`src/rtl/csvfs_pkg.sv`:
```
// csvfs_pkg: shared types and constants for the CSV field splitter.
// No dependencies; used by every module under rtl.
package csvfs_pkg;

	localparam logic [7:0] CHAR_COMMA = 8'h2C;
	localparam logic [7:0] CHAR_SPACE = 8'h20;

	localparam logic [6:0] FIELD_LIMIT = 7'd64;
	localparam logic [5:0] SPACE_CAP   = 6'd63;

	localparam int QUEUE_DEPTH = 2;
	localparam int QPTR_W      = $clog2(QUEUE_DEPTH);
	localparam int QCNT_W      = $clog2(QUEUE_DEPTH + 1);

	localparam logic [1:0] CFG_MAX_FIELDS  = 2'd0;
	localparam logic [1:0] CFG_TRIM_ENABLE = 2'd1;
	localparam logic [1:0] CFG_QUOTE_CHAR  = 2'd2;

	localparam logic [6:0] RST_MAX_FIELDS  = 7'd16;
	localparam logic       RST_TRIM_ENABLE = 1'b1;
	localparam logic [7:0] RST_QUOTE_CHAR  = 8'd34;

	typedef struct packed {
		logic [7:0] ch;
		logic       eol;
		logic       is_quote;
		logic       is_comma;
		logic       is_space;
	} item_t;

	typedef struct packed {
		logic [6:0] field_cap;
		logic       trim;
	} cfg_t;

	typedef enum logic [3:0] {
		ACT_IGNORE,
		ACT_DROP,
		ACT_HOLD,
		ACT_OPEN,
		ACT_PEND,
		ACT_EMIT,
		ACT_LITQ,
		ACT_END,
		ACT_CAPEOL
	} action_t;

endpackage

```
`src/rtl/csvfs_front.sv`:
```
// csvfs_front: configuration registers and character classifier.
// Depends on csvfs_pkg.
module csvfs_front (
	input  logic                clk,
	input  logic                arst_n,
	input  logic                cfg_wr_en,
	input  logic [1:0]          cfg_index,
	input  logic [7:0]          cfg_data,
	input  logic [7:0]          in_char,
	input  logic                end_of_line,
	output csvfs_pkg::cfg_t     cfg,
	output csvfs_pkg::item_t    item
);

	logic [6:0] max_fields_q;
	logic       trim_q;
	logic [7:0] quote_q;
	logic [6:0] cap_min1;

	always_ff @(posedge clk or negedge arst_n) begin
		if (!arst_n) begin
			max_fields_q <= csvfs_pkg::RST_MAX_FIELDS;
			trim_q       <= csvfs_pkg::RST_TRIM_ENABLE;
			quote_q      <= csvfs_pkg::RST_QUOTE_CHAR;
		end else if (cfg_wr_en) begin
			unique case (cfg_index)
				csvfs_pkg::CFG_MAX_FIELDS:  max_fields_q <= cfg_data[6:0];
				csvfs_pkg::CFG_TRIM_ENABLE: trim_q       <= cfg_data[0];
				csvfs_pkg::CFG_QUOTE_CHAR:  quote_q      <= cfg_data;
				default: ;
			endcase
		end
	end

	always_comb begin
		cap_min1 = (max_fields_q == 7'd0) ? 7'd1 : max_fields_q;
		cfg.field_cap = (cap_min1 > csvfs_pkg::FIELD_LIMIT) ? csvfs_pkg::FIELD_LIMIT
			: cap_min1;
		cfg.trim = trim_q;
	end

	always_comb begin
		item.ch       = in_char;
		item.eol      = end_of_line;
		item.is_quote = (quote_q != 8'd0) && (in_char == quote_q);
		item.is_comma = (in_char == csvfs_pkg::CHAR_COMMA);
		item.is_space = (in_char == csvfs_pkg::CHAR_SPACE);
	end

endmodule

```
`src/rtl/csvfs_queue.sv`:
```
// csvfs_queue: short register queue of classified characters between front and back.
// Depends on csvfs_pkg.
module csvfs_queue (
	input  logic              clk,
	input  logic              arst_n,
	input  logic              push,
	input  csvfs_pkg::item_t  push_item,
	output logic              full,
	input  logic              pop,
	output logic              head_valid,
	output csvfs_pkg::item_t  head_item
);

	csvfs_pkg::item_t                  entry_q [csvfs_pkg::QUEUE_DEPTH];
	logic [csvfs_pkg::QPTR_W-1:0]      wr_ptr_q;
	logic [csvfs_pkg::QPTR_W-1:0]      rd_ptr_q;
	logic [csvfs_pkg::QCNT_W-1:0]      count_q;

	localparam logic [csvfs_pkg::QPTR_W-1:0] PTR_LAST =
		csvfs_pkg::QPTR_W'(csvfs_pkg::QUEUE_DEPTH - 1);
	localparam logic [csvfs_pkg::QCNT_W-1:0] CNT_FULL =
		csvfs_pkg::QCNT_W'(csvfs_pkg::QUEUE_DEPTH);

	assign full       = (count_q == CNT_FULL);
	assign head_valid = (count_q != '0);
	assign head_item  = entry_q[rd_ptr_q];

	always_ff @(posedge clk) begin
		if (push) begin
			entry_q[wr_ptr_q] <= push_item;
		end
	end

	always_ff @(posedge clk or negedge arst_n) begin
		if (!arst_n) begin
			wr_ptr_q <= '0;
			rd_ptr_q <= '0;
			count_q  <= '0;
		end else begin
			if (push) begin
				wr_ptr_q <= (wr_ptr_q == PTR_LAST) ? '0 : wr_ptr_q + 1'b1;
			end
			if (pop) begin
				rd_ptr_q <= (rd_ptr_q == PTR_LAST) ? '0 : rd_ptr_q + 1'b1;
			end
			if (push && !pop) begin
				count_q <= count_q + 1'b1;
			end else if (pop && !push) begin
				count_q <= count_q - 1'b1;
			end
		end
	end

endmodule

```
`src/rtl/csvfs_back.sv`:
```
// csvfs_back: field/quote state, step decoder and output register.
// Depends on csvfs_pkg.
module csvfs_back (
	input  logic              clk,
	input  logic              arst_n,
	input  csvfs_pkg::cfg_t   cfg,
	input  logic              head_valid,
	input  csvfs_pkg::item_t  head_item,
	output logic              pop,
	output logic              out_valid,
	input  logic              out_stall,
	output logic              lead_quote,
	output logic [5:0]        lead_spaces,
	output logic              char_valid,
	output logic [7:0]        out_char,
	output logic              field_end,
	output logic [5:0]        field_index,
	output logic              line_end,
	output logic [6:0]        field_count,
	output logic              space_overflow
);

	typedef struct packed {
		logic       lead_quote;
		logic [5:0] lead_spaces;
		logic       char_valid;
		logic [7:0] out_char;
		logic       field_end;
		logic [5:0] field_index;
		logic       line_end;
		logic [6:0] field_count;
		logic       space_overflow;
	} result_t;

	logic       inside_quote_q;
	logic       has_content_q;
	logic       close_pending_q;
	logic       skip_quote_q;
	logic [5:0] held_spaces_q;
	logic       held_ovf_q;
	logic [6:0] fields_done_q;

	logic       out_valid_q;
	result_t    out_q;

	csvfs_pkg::action_t act;
	logic       act_lq;
	logic       act_end_held;
	logic       act_set_skip;
	logic       at_cap;
	logic       has_res;
	logic [6:0] fields_inc;

	result_t    res;
	logic       inside_quote_d;
	logic       has_content_d;
	logic       close_pending_d;
	logic       skip_quote_d;
	logic [5:0] held_spaces_d;
	logic       held_ovf_d;
	logic [6:0] fields_done_d;

	assign at_cap     = (fields_done_q >= cfg.field_cap);
	assign fields_inc = fields_done_q + 7'd1;
	assign pop        = head_valid && (!out_valid_q || !out_stall);

	// step decoder
	always_comb begin
		act          = csvfs_pkg::ACT_IGNORE;
		act_lq       = 1'b0;
		act_end_held = 1'b0;
		act_set_skip = 1'b0;
		if (head_item.eol) begin
			act          = at_cap ? csvfs_pkg::ACT_CAPEOL : csvfs_pkg::ACT_END;
			act_end_held = close_pending_q && !cfg.trim;
		end else if (at_cap) begin
			act = csvfs_pkg::ACT_IGNORE;
		end else if (skip_quote_q && head_item.is_quote) begin
			act = csvfs_pkg::ACT_DROP;
		end else if (close_pending_q) begin
			if (head_item.is_quote) begin
				act = (held_spaces_q == 6'd0 && !held_ovf_q) ? csvfs_pkg::ACT_EMIT
					: csvfs_pkg::ACT_LITQ;
			end else if (head_item.is_space) begin
				act = csvfs_pkg::ACT_HOLD;
			end else if (head_item.is_comma) begin
				act          = csvfs_pkg::ACT_END;
				act_end_held = !cfg.trim;
			end else begin
				act    = csvfs_pkg::ACT_EMIT;
				act_lq = 1'b1;
			end
		end else if (head_item.is_quote) begin
			if (inside_quote_q) begin
				act = csvfs_pkg::ACT_PEND;
			end else if (!has_content_q) begin
				act = csvfs_pkg::ACT_OPEN;
			end else begin
				act          = csvfs_pkg::ACT_EMIT;
				act_set_skip = 1'b1;
			end
		end else if (inside_quote_q) begin
			act = csvfs_pkg::ACT_EMIT;
		end else if (head_item.is_comma) begin
			act = csvfs_pkg::ACT_END;
		end else if (cfg.trim && head_item.is_space) begin
			act = has_content_q ? csvfs_pkg::ACT_HOLD : csvfs_pkg::ACT_DROP;
		end else begin
			act = csvfs_pkg::ACT_EMIT;
		end
	end

	// state update and result
	always_comb begin
		res             = '0;
		has_res         = 1'b0;
		inside_quote_d  = inside_quote_q;
		has_content_d   = has_content_q;
		close_pending_d = close_pending_q;
		skip_quote_d    = 1'b0;
		held_spaces_d   = held_spaces_q;
		held_ovf_d      = held_ovf_q;
		fields_done_d   = fields_done_q;
		unique case (act)
			csvfs_pkg::ACT_IGNORE: begin
				skip_quote_d = skip_quote_q;
			end
			csvfs_pkg::ACT_DROP: ;
			csvfs_pkg::ACT_HOLD: begin
				if (held_spaces_q < csvfs_pkg::SPACE_CAP) begin
					held_spaces_d = held_spaces_q + 6'd1;
				end else begin
					held_ovf_d = 1'b1;
				end
			end
			csvfs_pkg::ACT_OPEN: begin
				inside_quote_d = 1'b1;
			end
			csvfs_pkg::ACT_PEND: begin
				close_pending_d = 1'b1;
				held_spaces_d   = 6'd0;
				held_ovf_d      = 1'b0;
			end
			csvfs_pkg::ACT_EMIT: begin
				has_res            = 1'b1;
				res.lead_quote     = act_lq;
				res.lead_spaces    = held_spaces_q;
				res.char_valid     = 1'b1;
				res.out_char       = head_item.ch;
				res.field_index    = fields_done_q[5:0];
				res.field_count    = fields_done_q;
				res.space_overflow = held_ovf_q;
				held_spaces_d      = 6'd0;
				held_ovf_d         = 1'b0;
				has_content_d      = 1'b1;
				close_pending_d    = 1'b0;
				skip_quote_d       = act_set_skip;
			end
			csvfs_pkg::ACT_LITQ: begin
				has_res            = 1'b1;
				res.lead_quote     = 1'b1;
				res.lead_spaces    = held_spaces_q;
				res.field_index    = fields_done_q[5:0];
				res.field_count    = fields_done_q;
				res.space_overflow = held_ovf_q;
				held_spaces_d      = 6'd0;
				held_ovf_d         = 1'b0;
				has_content_d      = 1'b1;
			end
			csvfs_pkg::ACT_END: begin
				has_res            = 1'b1;
				res.lead_spaces    = act_end_held ? held_spaces_q : 6'd0;
				res.field_end      = 1'b1;
				res.field_index    = fields_done_q[5:0];
				res.line_end       = head_item.eol;
				res.field_count    = fields_inc;
				res.space_overflow = held_ovf_q;
				inside_quote_d     = 1'b0;
				has_content_d      = 1'b0;
				close_pending_d    = 1'b0;
				held_spaces_d      = 6'd0;
				held_ovf_d         = 1'b0;
				fields_done_d      = head_item.eol ? 7'd0 : fields_inc;
			end
			csvfs_pkg::ACT_CAPEOL: begin
				has_res            = 1'b1;
				res.line_end       = 1'b1;
				res.field_count    = fields_done_q;
				res.space_overflow = held_ovf_q;
				inside_quote_d     = 1'b0;
				has_content_d      = 1'b0;
				close_pending_d    = 1'b0;
				held_spaces_d      = 6'd0;
				held_ovf_d         = 1'b0;
				fields_done_d      = 7'd0;
			end
			default: begin
				skip_quote_d = skip_quote_q;
			end
		endcase
	end

	always_ff @(posedge clk or negedge arst_n) begin
		if (!arst_n) begin
			inside_quote_q  <= 1'b0;
			has_content_q   <= 1'b0;
			close_pending_q <= 1'b0;
			skip_quote_q    <= 1'b0;
			held_spaces_q   <= 6'd0;
			held_ovf_q      <= 1'b0;
			fields_done_q   <= 7'd0;
			out_valid_q     <= 1'b0;
		end else begin
			if (pop) begin
				inside_quote_q  <= inside_quote_d;
				has_content_q   <= has_content_d;
				close_pending_q <= close_pending_d;
				skip_quote_q    <= skip_quote_d;
				held_spaces_q   <= held_spaces_d;
				held_ovf_q      <= held_ovf_d;
				fields_done_q   <= fields_done_d;
			end
			if (pop && has_res) begin
				out_valid_q <= 1'b1;
			end else if (!out_stall) begin
				out_valid_q <= 1'b0;
			end
		end
	end

	always_ff @(posedge clk) begin
		if (pop && has_res) begin
			out_q <= res;
		end
	end

	assign out_valid      = out_valid_q;
	assign lead_quote     = out_q.lead_quote;
	assign lead_spaces    = out_q.lead_spaces;
	assign char_valid     = out_q.char_valid;
	assign out_char       = out_q.out_char;
	assign field_end      = out_q.field_end;
	assign field_index    = out_q.field_index;
	assign line_end       = out_q.line_end;
	assign field_count    = out_q.field_count;
	assign space_overflow = out_q.space_overflow;

`ifndef ASSERT_OFF
	a_ovf_saturated: assert property (@(posedge clk) disable iff (!arst_n)
		held_ovf_q |-> held_spaces_q == csvfs_pkg::SPACE_CAP)
		else $error("held overflow without saturated space count");

	a_line_end_clears: assert property (@(posedge clk) disable iff (!arst_n)
		out_valid_q && out_q.line_end |-> fields_done_q == 7'd0 && !inside_quote_q
		&& !close_pending_q)
		else $error("line state not cleared after line end beat");

	a_field_count_tracks: assert property (@(posedge clk) disable iff (!arst_n)
		out_valid_q && out_q.field_end && !out_q.line_end |->
		out_q.field_count == fields_done_q)
		else $error("field count out of step with field state");

	a_fields_bounded: assert property (@(posedge clk) disable iff (!arst_n)
		fields_done_q <= csvfs_pkg::FIELD_LIMIT)
		else $error("fields done beyond limit");
`endif

endmodule

```
`src/rtl/csv_field_splitter_top.sv`:
```
// Splits a character stream into comma-separated fields, with optional quoting and
// trimming. Takes one character beat per cycle and answers with zero or one result
// beat; a character passes through the queue entry, then the output register, and
// sustained throughput is one character per cycle while the result side does not
// stall, set by the back-end step that updates the quote and field state. Input stalls
// only when the two-entry queue is full, which happens when the result side stalls.
// Depends on csvfs_pkg, csvfs_front, csvfs_queue, csvfs_back.
module csv_field_splitter_top (
	input  logic       clk,
	input  logic       arst_n,
	input  logic       cfg_wr_en,
	input  logic [1:0] cfg_index,
	input  logic [7:0] cfg_data,
	input  logic       in_valid,
	output logic       in_stall,
	input  logic [7:0] in_char,
	input  logic       end_of_line,
	output logic       out_valid,
	input  logic       out_stall,
	output logic       lead_quote,
	output logic [5:0] lead_spaces,
	output logic       char_valid,
	output logic [7:0] out_char,
	output logic       field_end,
	output logic [5:0] field_index,
	output logic       line_end,
	output logic [6:0] field_count,
	output logic       space_overflow
);

	csvfs_pkg::cfg_t  cfg;
	csvfs_pkg::item_t front_item;
	csvfs_pkg::item_t head_item;
	logic             q_full;
	logic             head_valid;
	logic             pop;

	assign in_stall = q_full;

	csvfs_front u_front (
		.clk         (clk),
		.arst_n      (arst_n),
		.cfg_wr_en   (cfg_wr_en),
		.cfg_index   (cfg_index),
		.cfg_data    (cfg_data),
		.in_char     (in_char),
		.end_of_line (end_of_line),
		.cfg         (cfg),
		.item        (front_item)
	);

	csvfs_queue u_queue (
		.clk        (clk),
		.arst_n     (arst_n),
		.push       (in_valid && !q_full),
		.push_item  (front_item),
		.full       (q_full),
		.pop        (pop),
		.head_valid (head_valid),
		.head_item  (head_item)
	);

	csvfs_back u_back (
		.clk            (clk),
		.arst_n         (arst_n),
		.cfg            (cfg),
		.head_valid     (head_valid),
		.head_item      (head_item),
		.pop            (pop),
		.out_valid      (out_valid),
		.out_stall      (out_stall),
		.lead_quote     (lead_quote),
		.lead_spaces    (lead_spaces),
		.char_valid     (char_valid),
		.out_char       (out_char),
		.field_end      (field_end),
		.field_index    (field_index),
		.line_end       (line_end),
		.field_count    (field_count),
		.space_overflow (space_overflow)
	);

endmodule

```
`config.mk`:
```
export PLATFORM = sky130hd
export DESIGN_NAME = csv_field_splitter_top
export DESIGN_NICKNAME = d
export VERILOG_FILES = /design/src/rtl/csvfs_pkg.sv /design/src/rtl/csvfs_front.sv /design/src/rtl/csvfs_queue.sv /design/src/rtl/csvfs_back.sv /design/src/rtl/csv_field_splitter_top.sv
export SDC_FILE = /design/constraint.sdc
export NUM_CORES = 1
export LEC_CHECK = 0
export BUFFER_PORTS_ARGS = -buffer_cell sky130_fd_sc_hd__buf_2
export CAP_MARGIN = 20
export CORE_MARGIN = 2
export CORE_UTILIZATION = 40
export DETAILED_ROUTE_END_ITERATION = 8
export PLACE_DENSITY = 0.54
export SYNTH_ARGS = -nofsm -noshare
export SYNTH_HDL_FRONTEND = slang
export SYNTH_HIERARCHICAL = 1
export SYNTH_SLANG_ARGS = --single-unit
```
`constraint.sdc`:
```
create_clock -name clk -period 3.8 [get_ports clk]
set_input_delay 0.38 -clock clk [delete_from_list [all_inputs] [get_ports clk]]
set_output_delay 0.38 -clock clk [all_outputs]
set_load 0.01 [all_outputs]
```
After elaboration in Yosys (flattened, before gate mapping)
Memories as Yosys holds them, arrays and structs flattened. Index checks and enable logic that the tools add are counted.

Register bits after elaboration: 71. Bits in latches: 0. Memory bits (writable): 24. ROM bits: 0. Word-level logic and storage cells: 163. Memories kept: 1.

Memories: u_queue.entry_q (words 2, bits a word 12, read ports 1, clocked after Yosys merged registers in 0, write ports 1, line csvfs_queue.sv:14) `csvfs_pkg::item_t entry_q [csvfs_pkg::QUEUE_DEPTH];`.

Add/subtract/negate cells: 6. $mul: 0. Div/mod/pow operators: 0. Order comparisons: 3. Equal/unequal tests: 17. Shift-type cells: 0. Multiplexer cells: 65. Bitwise operators: 0. Reductions and logical operators: 48.

Operators by type and width (count): 2-to-1 mux 4 bit (12); 2-to-1 mux 1 bit (30); case mux 6 bit (2 select lines) (2); 2-to-1 mux 7 bit (3); equality test 4 x 3 -> 1 bit (second input constant) (4); equality test 8 x 6 -> 1 bit (second input constant) (2); case mux 8 bit (2 select lines) (1); AND reduction 2 bit (8); nonzero test 2 bit (8); case mux 1 bit (2 select lines) (7); case mux 7 bit (2 select lines) (1); 2-to-1 mux 6 bit (2); logical AND 1 bit (10); 2-to-1 mux 2 bit (5); 2-to-1 mux 9 bit (1); OR reduction 3 bit (3); equality test 4 x 2 -> 1 bit (second input constant) (2); equality test 8 bit (1); nonzero test 8 bit (1); adder 7 x 1 -> 7 bit (second input constant) (1); >= comparator 7 bit (1); > comparator 7 bit (second input constant) (1); logical NOT 1 bit (7); logical NOT 7 bit (1); other kinds (20) (25).

Longest topological paths before layout
Gate-level depths: netlist of the first run. An unclocked memory read counts as a cell.

Word-level depth: 15. Depth in mapped cells: 11. Gate-level depth less buffers: 10.

Hierarchy
The synthesis of the first run kept the hierarchy.

By module, submodules not included: csvfs_back (instances 1, cells each 272, area each 2839.0 um2, sequential area each 1436.4 um2); csvfs_queue (instances 1, cells each 53, area each 1089.8 um2, sequential area each 820.8 um2); csvfs_front (instances 1, cells each 74, area each 883.3 um2, sequential area each 405.4 um2); csv_field_splitter_top (instances 1, cells each 1, area each 13.8 um2, sequential area each 0.0 um2).

Least setup slack after synthesis of the first run
No wires, ideal clock.

Path kind: register to register. Start: register u_queue.rd_ptr_q. End: register u_back.out_q (netlist bit u_back/char_valid) (enable). Setup time: 0.387 ns. Arrival time: 2.942 ns. Setup slack: 0.472 ns. Stages on the path, launching flop included: 9. Buffers on the path: 2. Clock period less this slack: 3.328 ns. Cells stage by stage: dfrtp_1 -> buf_6 -> mux2_4 -> buf_2 -> nor4b_1 -> a2111oi_4 -> a21oi_1 -> a311o_1 -> inv_1.

RTL lines: from (decl) (line csvfs_queue.sv:16) `logic [csvfs_pkg::QPTR_W-1:0] rd_ptr_q;`; from (signal assigned) (line csvfs_queue.sv:44) `rd_ptr_q <= (rd_ptr_q == PTR_LAST) ? '0 : rd_ptr_q + 1'b1;`; to (signal assigned) (line csvfs_back.sv:233) `out_q <= res;`; to (decl) (line csvfs_back.sv:44) `result_t out_q;`.

==> results.toml, run 1 <==
[logic_synthesis]
yosys_register_bits = 95
async_flop_share = 0.411
synth_largest_area_cell = "edfxtp_1"
syn_inst = 400
synth-edff-count = 56
yosys_warnings = 6
syn_avg_cell_area_sq_um = 12.1
syn-num-nets = 435
netlist_area_sq_um = 4830
synthFlopType = "edfxtp_1"
synth_top_area_frac = 0.348
synthTopCellsByArea = "edfxtp_1 (35%), dfrtp_1 (18%), mux2_2 (4.4%)"
synth_cell_type_count = 62
synth_seq_area_share = 0.552

[layout]
final_common_cell = "buf_2"
syn_to_final_growth_pct = 14.7
nNetsFinal = 490
antenna_cells = 0
final_cell_mix = "buf_2 (57), edfxtp_1 (56), dfrtp_1 (35)"
fin_cells = 607
drive_gt1_frac = 0.267

[timing]
finalSetupViolations = 0
timing.fmax_mhz = 307
relSlewSlack = 0.390
max_slew.worst_pin.slew_ns = 0.916
grt_setup_unrepaired = "false"
min_period_over_period = 0.857
drv_slew = 0
tns_ns = 0
finalHoldViolCount = 0
period_needed_ns = 3.26
skew_ns = 0.00956

[worst_setup_path]
worstSetupEndpointType = "flip-flop"
crit_fanout = 32
reg2reg_slack_ns = 0.54
critPathSlowestCell = "a2111oi_4"
critPathTopFamily = "compound AO/OA/AOI/OAI gates"
critPathLaunchType = "flip-flop"
cp_cell_sequence = "mux2_4, and4bb_1, a2111oi_4, a21oi_1, a311o_1, inv_1, buf_4"
crit_required_ns = 3.78
startpoint = "u_queue/rd_ptr_q"
r2r-end = "u_back/lead_quote"
crit_arrival_ns = 3.24
max_stage_delay_ns = 0.65
reg2reg_from = "u_queue/rd_ptr_q"
crit_buf_inv = 2
crit_type = "reg2reg"
reg2reg_depth = 7

[die]
start_util = 0.405
dieWidth_um = 114
die-area_sq_um = 13000
pin_count = 58
fp.dieH_um = 114
num_rows = 40
core_sq_um = 11900

[hold_path]
worstHoldPathType = "in2async"

[route]
ant_nets = 0
finalWirelength_mm = 9.75
wl_per_cell_um = 16.1
dr.pass1.iters = 4
initialDrtViolationCount = 182
drcViolationCount = 0
vias = 3302
vias_per_cell = 5.44

[clock_network]
worstSkewPairLatency_ns = 0.34
cts-buffers-inserted = 9
clk_path_buf_depth = 2
cts.root.buffer_cell = "clkbuf_16"
post_cts_buffers = 0
post_cts_resized = 0
hold_buffers = 0
cts-htree-levels = 3
cts_tree = "done"
clock-sinks = 95
clk_pin_slew_worst_paths_ns = 0.07

[place]
routabilityCongestion = 0.865
place_inst = 588
dp_hpwl_mm = 7.00
numPortBuffers = 57

[outcome]
status = "finished clean"

[grt]
overflow = 0
gr-usage-all-layers = 0.155
antenna_found_initial = 0
grt_max_degree = 40
grt_pass1_vias = 3101
grt_pass1_wl_mm = 15.8

[power]
powerDensity_nw_per_um2 = 840
leakage_nw = 2.30
max-vdd-ir-drop_mv = 0.230

[flow_run]
drv_cap = 0
-- stage by stage --
stage               area [sq um]  power, W  hold slack (ns)  setup slack [ns]   util
global route                5530   0.00496            0.239             0.383  0.465
global placement            5210   0.00371            0.462             0.641  0.438
detailed placement          5210   0.00373            0.481             0.522  0.438
finish                      5530   0.00465            0.172             0.544  0.465
CTS                         5520   0.00467            0.214             0.496  0.463
floorplan                   4830   0.00311           0.0844             0.472      -
-- cell type report --
class,instances,area [sq um]
fill,1117,6380
sequential,95,2660
multi-input combinational,262,1950
timing repair buffer,67,355
clock buffer,11,233
tap,147,184
inverter,20,75.1
clock inverter,5,72.6
-- registers in the layout (all words and copies together) (netlist names), 2 cells and up --
register / flops
u_back/field_count: 7
u_back/out_char: 8
u_queue/entry_q: 24
u_back/lead_spaces: 6
u_front/quote_q: 8
u_queue/count_q: 2
u_back/field_index: 6
u_back/held_spaces_q: 6
u_back/fields_done_q: 7
u_front/max_fields_q: 7
-- Yosys cell counts, types with 4 or more instances --
library cell / n
clkbuf_1: 8
nor2b_1: 10
dfrtp_1: 35
dfstp_2: 4
buf_2: 4
and2_1: 17
nand2b_1: 7
nand3_1: 13
a31oi_1: 14
inv_1: 19
ha_1: 11
nor3_1: 6
xor2_1: 8
nor4_1: 5
mux2_2: 19
a21oi_1: 19
o21ai_0: 10
nand2_1: 16
and3_1: 16
mux2_4: 9
buf_4: 10
a211oi_1: 4
nor2_1: 17
edfxtp_1: 56
xnor2_1: 5
-- metal layers --
metal | global-route usage | share of wire
met1 | 0.216 | 0.45
met4 | 0.0610 | 0.019
met3 | 0.0345 | 0.053
met5 | 0 | 0
met2 | 0.239 | 0.47
-- worst max path at each step --
stage	depth (start not counted)	slack, ns	to
final	7	0.54	u_back/lead_quote
after CTS	6	0.50	u_back/lead_spaces[5]
after global placement	7	0.64	u_back/field_count[1]
after detailed placement	6	0.52	u_back/lead_spaces[4]
after floorplan	8	0.47	u_back/char_valid
after global routing	7	0.38	u_back/out_char[3]
-- worst register-to-register path, delay by kind of cell (launching register included) --
kind | cells | cell delay [ns]
buf+inv | 2 | 0.43
simple gates | 1 | 0.25
compound gates | 3 | 1.43
flops | 1 | 0.43
mux | 1 | 0.35
-- power breakdown --
| part | switching (W) | leakage (nW) | internal, W |
|---|---|---|---|
| registers | 0.000191 | 1.03 | 0.00156 |
| clock network | 0.000357 | 0.149 | 0.000571 |
| logic | 0.00121 | 1.13 | 0.000762 |
-- cell families (layout without fill, tap and decap cells) --
kind of cell	after synthesis	in the layout	share of synthesized area
XOR/XNOR	13	13	0.0236
flip-flops	95	95	0.552
AO/OA/AOI/OAI	81	81	0.117
AND/OR/NAND/NOR	127	127	0.159
buffers and inverters	43	103	0.0438
multiplexers	30	30	0.0765
adder cells (fa/ha/maj)	11	11	0.0285
(Power assumes the default switching activity.)
==> run 2, diff against run 1 <==
--- a/config.mk
+++ b/config.mk
@@ -5,7 +5,7 @@
 export SDC_FILE = /design/constraint.sdc
 export NUM_CORES = 1
 export LEC_CHECK = 0
-export BUFFER_PORTS_ARGS = -buffer_cell sky130_fd_sc_hd__buf_2
+export BUFFER_PORTS_ARGS = -buffer_cell sky130_fd_sc_hd__buf_4
 export CAP_MARGIN = 20
 export CORE_MARGIN = 2
 export CORE_UTILIZATION = 40
==> results.toml, run 2 (synthesis results as in run 1) <==
[timing]
relSlewSlack = 0.573
finalSetupViolations = 0
drv_slew = 0
timing.fmax_mhz = 309
min_period_over_period = 0.852
grt_setup_unrepaired = "false"
finalHoldViolCount = 0
period_needed_ns = 3.24
max_slew.worst_pin.slew_ns = 0.631
skew_ns = 0.00605
tns_ns = 0

[clock_network]
clk_pin_slew_worst_paths_ns = 0.07
cts-htree-levels = 3
cts.root.buffer_cell = "clkbuf_16"
post_cts_resized = 0
clock-sinks = 95
cts-buffers-inserted = 9
cts_tree = "done"
clk_path_buf_depth = 2
post_cts_buffers = 0
hold_buffers = 0
worstSkewPairLatency_ns = 0.34

[hold_path]
worstHoldPathType = "in2async"

[grt]
grt_pass1_wl_mm = 16.1
grt_max_degree = 40
grt_pass1_vias = 3148
overflow = 0
antenna_found_initial = 0
gr-usage-all-layers = 0.160

[die]
fp.dieH_um = 114
num_rows = 40
start_util = 0.405
pin_count = 58
die-area_sq_um = 13000
dieWidth_um = 114
core_sq_um = 11900

[layout]
antenna_cells = 0
fin_util = 0.474
largest_register_ff_count = 24
syn_to_final_growth_pct = 17.0
drive_gt1_frac = 0.274
final_common_cell = "buf_4"
top_register = "u_queue/entry_q"
final_cell_mix = "buf_4 (65), edfxtp_1 (56), dfrtp_1 (35)"
nNetsFinal = 490

[route]
vias = 3325
vias_per_cell = 5.48
wl_per_cell_um = 16.4
dr.pass1.iters = 4
drcViolationCount = 0
ant_nets = 0
initialDrtViolationCount = 231
finalWirelength_mm = 9.98

[power]
powerDensity_nw_per_um2 = 830
max-vdd-ir-drop_mv = 0.324
leakage_nw = 2.33

[place]
numPortBuffers = 57
routabilityCongestion = 0.843
dp_hpwl_mm = 7.12

[worst_setup_path]
critPathSlowestCell = "a2111oi_4"
crit_arrival_ns = 3.26
cp_cell_sequence = "mux2_4, and4bb_1, a2111oi_4, a21oi_1, a311o_1, inv_1, buf_4"
startpoint = "u_queue/rd_ptr_q"
critPathLaunchType = "flip-flop"
reg2reg_slack_ns = 0.56
endpoint = "u_back/field_index[4]"
max_stage_delay_ns = 0.63
crit_fanout = 21
crit_type = "reg2reg"
worstSetupEndpointType = "flip-flop"
reg2reg_from = "u_queue/rd_ptr_q"
r2r-end = "u_back/field_index[4]"
reg2reg_depth = 7
crit_required_ns = 3.82

[flow_run]
drv_cap = 0

[outcome]
status = "finished clean"
-- run 2: cell count changes in the layout (fill, tap and decap cells not counted), sizes merged --
cell / before / now
bufinv: 2 / 0
clkbuf: 13 / 11
clkinv: 4 / 5
clkinvlp: 0 / 1
inv: 19 / 21
-- run 2: how the worst min path moves through the flow --
stage                      start                      end  cells past startpoint
after floorplan           arst_n   u_back/close_pending_q                      0
after global placement    arst_n  u_back/fields_done_q[3]                      1
after detailed placement  arst_n  u_back/fields_done_q[5]                      1
after CTS                 arst_n  u_back/held_spaces_q[3]                      1
after global routing      arst_n  u_back/fields_done_q[2]                      1
final                     arst_n   u_back/close_pending_q                      1
-- run 2: metrics by stage --
stage / area, sq um / power, W / instances / setup WS (ns) / hold WS [ns]
6_report: 5640 / 0.00468 / 607 / 0.561 / 0.0176
5_1_grt: 5640 / 0.00500 / 607 / 0.431 / 0.0519
4_1_cts: 5630 / 0.00470 / 604 / 0.426 / 0.0264
3_5_place_dp: 5350 / 0.00385 / 588 / 0.452 / 0.400
3_3_place_gp: 5350 / 0.00383 / 588 / 0.629 / 0.404
2_1_floorplan: 4830 / 0.00311 / 400 / 0.472 / 0.0844
-- run 2: critical path: cells and delay by family (launching register included) --
| kind | cells | cell delay (ns) |
|---|---|---|
| flops | 1 | 0.49 |
| compound gates | 3 | 1.42 |
| buf+inv | 2 | 0.36 |
| mux | 1 | 0.37 |
| simple gates | 1 | 0.26 |
-- run 2: layout make-up --
cell class                      instances  area (sq um)
Tap cell                              147           184
Timing Repair Buffer                   67           498
Clock inverter                          7          47.5
Inverter                               20          75.1
Clock buffer                            9           225
Multi-Input combinational cell        262          1950
Fill cell                            1085          6270
Sequential cell                        95          2660
-- run 2: metal layers --
layer | up-vias | routed length [um] | GRT usage
met5 | - | 0 | 0
met3 | 16 | 504 | 0.0244
met4 | 0 | 167 | 0.0780
met1 | 1602 | 4580 | 0.221
met2 | 111 | 4730 | 0.249
li1 | 1596 | - | -
-- run 2: report_power, final --
part	leakage, nW	total, W	switching (W)	internal [W]
sequential	1.03	0.00176	0.000202	0.00156
combinational	1.17	0.00209	0.00122	0.000868
clock	0.134	0.000837	0.000392	0.000445
==> run 3, diff against run 2 <==
--- a/config.mk
+++ b/config.mk
@@ -10,8 +10,6 @@
 export CORE_MARGIN = 2
 export CORE_UTILIZATION = 40
 export DETAILED_ROUTE_END_ITERATION = 8
-export PLACE_DENSITY = 0.54
 export SYNTH_ARGS = -nofsm -noshare
 export SYNTH_HDL_FRONTEND = slang
-export SYNTH_HIERARCHICAL = 1
 export SYNTH_SLANG_ARGS = --single-unit
==> results.toml, run 3 <==
[route]
initialDrtViolationCount = 183
wl_per_cell_um = 16.5
ant_nets = 0
finalWirelength_mm = 9.61
vias = 3117
vias_per_cell = 5.34
drcViolationCount = 0
dr.pass1.iters = 4

[timing]
finalSetupViolations = 0
grt_setup_unrepaired = "false"
max_slew.worst_pin.slew_ns = 0.976
timing.fmax_mhz = 310
drv_slew = 0
tns_ns = 0
period_needed_ns = 3.22
skew_ns = 0.00719
min_period_over_period = 0.848
finalHoldViolCount = 0
relSlewSlack = 0.347

[layout]
drive_gt1_frac = 0.293
final_cell_mix = "buf_4 (62), edfxtp_1 (56), dfrtp_1 (35)"
antenna_cells = 0
syn_to_final_growth_pct = 19.6
final_common_cell = "buf_4"
final_design_area_no_fill_sq_um = 5550
top_register = "u_queue.entry_q"
largest_register_ff_count = 24
nNetsFinal = 471

[place]
routabilityCongestion = 0.793
dp_hpwl_mm = 6.93
placedInstanceArea_sq_um = 5240
numPortBuffers = 57

[logic_synthesis]
synthFlopType = "edfxtp_1"
synth_common_cells = "edfxtp_1 (56), dfrtp_1 (35), nor2_1 (29)"
yosys_warnings = 0
synth_most_common_cell = "edfxtp_1"
synth-edff-count = 56
yosys_register_bits = 95
synth_top_area_frac = 0.363
netlist_area_sq_um = 4640
syn_inst = 370
syn-num-nets = 405
syn_avg_cell_area_sq_um = 12.5
async_flop_share = 0.411
synth_seq_area_share = 0.574
synthTopCellsByArea = "edfxtp_1 (36%), dfrtp_1 (19%), mux2_2 (4.4%)"
synth_largest_area_cell = "edfxtp_1"
synth_cell_type_count = 67

[die]
core_sq_um = 11400
num_rows = 39
fp.dieH_um = 112
pin_count = 58
dieWidth_um = 112
die-area_sq_um = 12500
start_util = 0.408

[power]
pwr-share-clk = 0.196
p_sw_w = 0.00166
p_comb_frac = 0.417
powerDensity_nw_per_um2 = 805
leakage_nw = 2.24
max-vdd-ir-drop_mv = 0.360
internal-power_w = 0.00280
switching_share = 0.372
seqPwrFrac = 0.388

[clock_network]
hold_buffers = 0
clk_path_buf_depth = 2
cts-buffers-inserted = 9
cts.root.buffer_cell = "clkbuf_16"
cts_tree = "done"
cts-htree-levels = 3
worstSkewPairLatency_ns = 0.35
post_cts_buffers = 0
clk_pin_slew_worst_paths_ns = 0.06
clock-sinks = 95
post_cts_resized = 0

[grt]
grt_max_degree = 40
grt_pass1_vias = 3208
gr-usage-all-layers = 0.163
grt_pass1_wl_mm = 16.2
overflow = 0
antenna_found_initial = 0

[worst_setup_path]
reg2reg_depth = 11
crit_type = "reg2reg"
crit_required_ns = 3.82
critPathLaunchType = "flip-flop"
cp_cell_sequence = "nor3_1, a21oi_1, nor2_1, ha_1, nand2b_1, a211o_1, a221o_1, nor2_1, a21oi_1, nor2_2, buf_4"
crit_arrival_ns = 3.24
critPathSlowestCell = "a221o_1"
worstSetupEndpointType = "flip-flop"
max_stage_delay_ns = 0.58
crit_fanout = 23

[hold_path]
worstHoldPathType = "in2async"

[flow_run]
drv_cap = 0

[outcome]
status = "finished clean"
[run 3: cell type report]
cell class              instances  area (sq um)
fillers                      1014          5820
flip-flops and latches         95          2660
multi-input cells             253          1880
repair buffers                 63           473
clock buffers                  11           264
well taps                     143           179
inverters                      14          52.6
clock inverters                 5          30.0
[run 3: per-stage QoR]
step / hold slack (ns) / utilization / total power [W] / worst slack [ns] / instances
after floorplan: 0.0844 / - / 0.00296 / 0.439 / 370
after global placement: 0.395 / 0.461 / 0.00359 / 0.651 / 567
after detailed placement: 0.403 / 0.461 / 0.00362 / 0.610 / 567
after CTS: 0.0343 / 0.487 / 0.00451 / 0.583 / 583
after global routing: 0.0507 / 0.488 / 0.00475 / 0.369 / 584
final: 0.0123 / 0.488 / 0.00446 / 0.576 / 584
[run 3: metal layers]
| layer | wire length [um] | share of wire | global-route usage |
|---|---|---|---|
| met4 | 110 | 0.011 | 0.0436 |
| met1 | 4520 | 0.47 | 0.224 |
| met5 | 0 | 0 | 0 |
| met3 | 402 | 0.042 | 0.0468 |
| met2 | 4580 | 0.48 | 0.257 |
[run 3: logic make-up (layout without fill, tap and decap cells)]
| kind of cell | Yosys count | in the layout | synth area share |
|---|---|---|---|
| buf+inv | 22 | 93 | 0.0197 |
| compound gates | 73 | 73 | 0.134 |
| xor+xnor | 12 | 12 | 0.0227 |
| fa+ha+maj | 11 | 11 | 0.0297 |
| simple gates | 128 | 128 | 0.150 |
| mux | 29 | 29 | 0.0696 |
| flops | 95 | 95 | 0.574 |
[run 3: path summary, 6_finish.rpt]
check                                   startpoint                 endpoint  slack, ns
min in group clk                       end_of_line    u_queue.entry_q[0][3]       0.22
max reg2reg                u_front.max_fields_q[4]         u_back.field_end       0.58
min reg2reg                       u_queue.wr_ptr_q         u_queue.wr_ptr_q       0.50
max in group asynchronous                   arst_n       u_front.quote_q[1]       3.40
min                                         arst_n  u_back.held_spaces_q[4]       0.01
max                        u_front.max_fields_q[4]         u_back.field_end       0.58
[run 3: critical path, delay by kind of cell (launching register included)]
family | cells | cell delay, ns
AO/OA/AOI/OAI | 4 | 1.17
flip-flops | 1 | 0.54
adder cells (fa/ha/maj) | 1 | 0.26
AND/OR/NAND/NOR | 5 | 0.59
buffers and inverters | 1 | 0.31
[run 3: power by group through the flow]
stage | combinational (W) | sequential (W) | clock (W)
after floorplan | 0.00118 | 0.00177 | 0
after global placement | 0.00184 | 0.00175 | 0
after detailed placement | 0.00187 | 0.00175 | 0
after CTS | 0.00187 | 0.00174 | 0.000894
after global routing | 0.00204 | 0.00177 | 0.000945
final | 0.00186 | 0.00173 | 0.000874
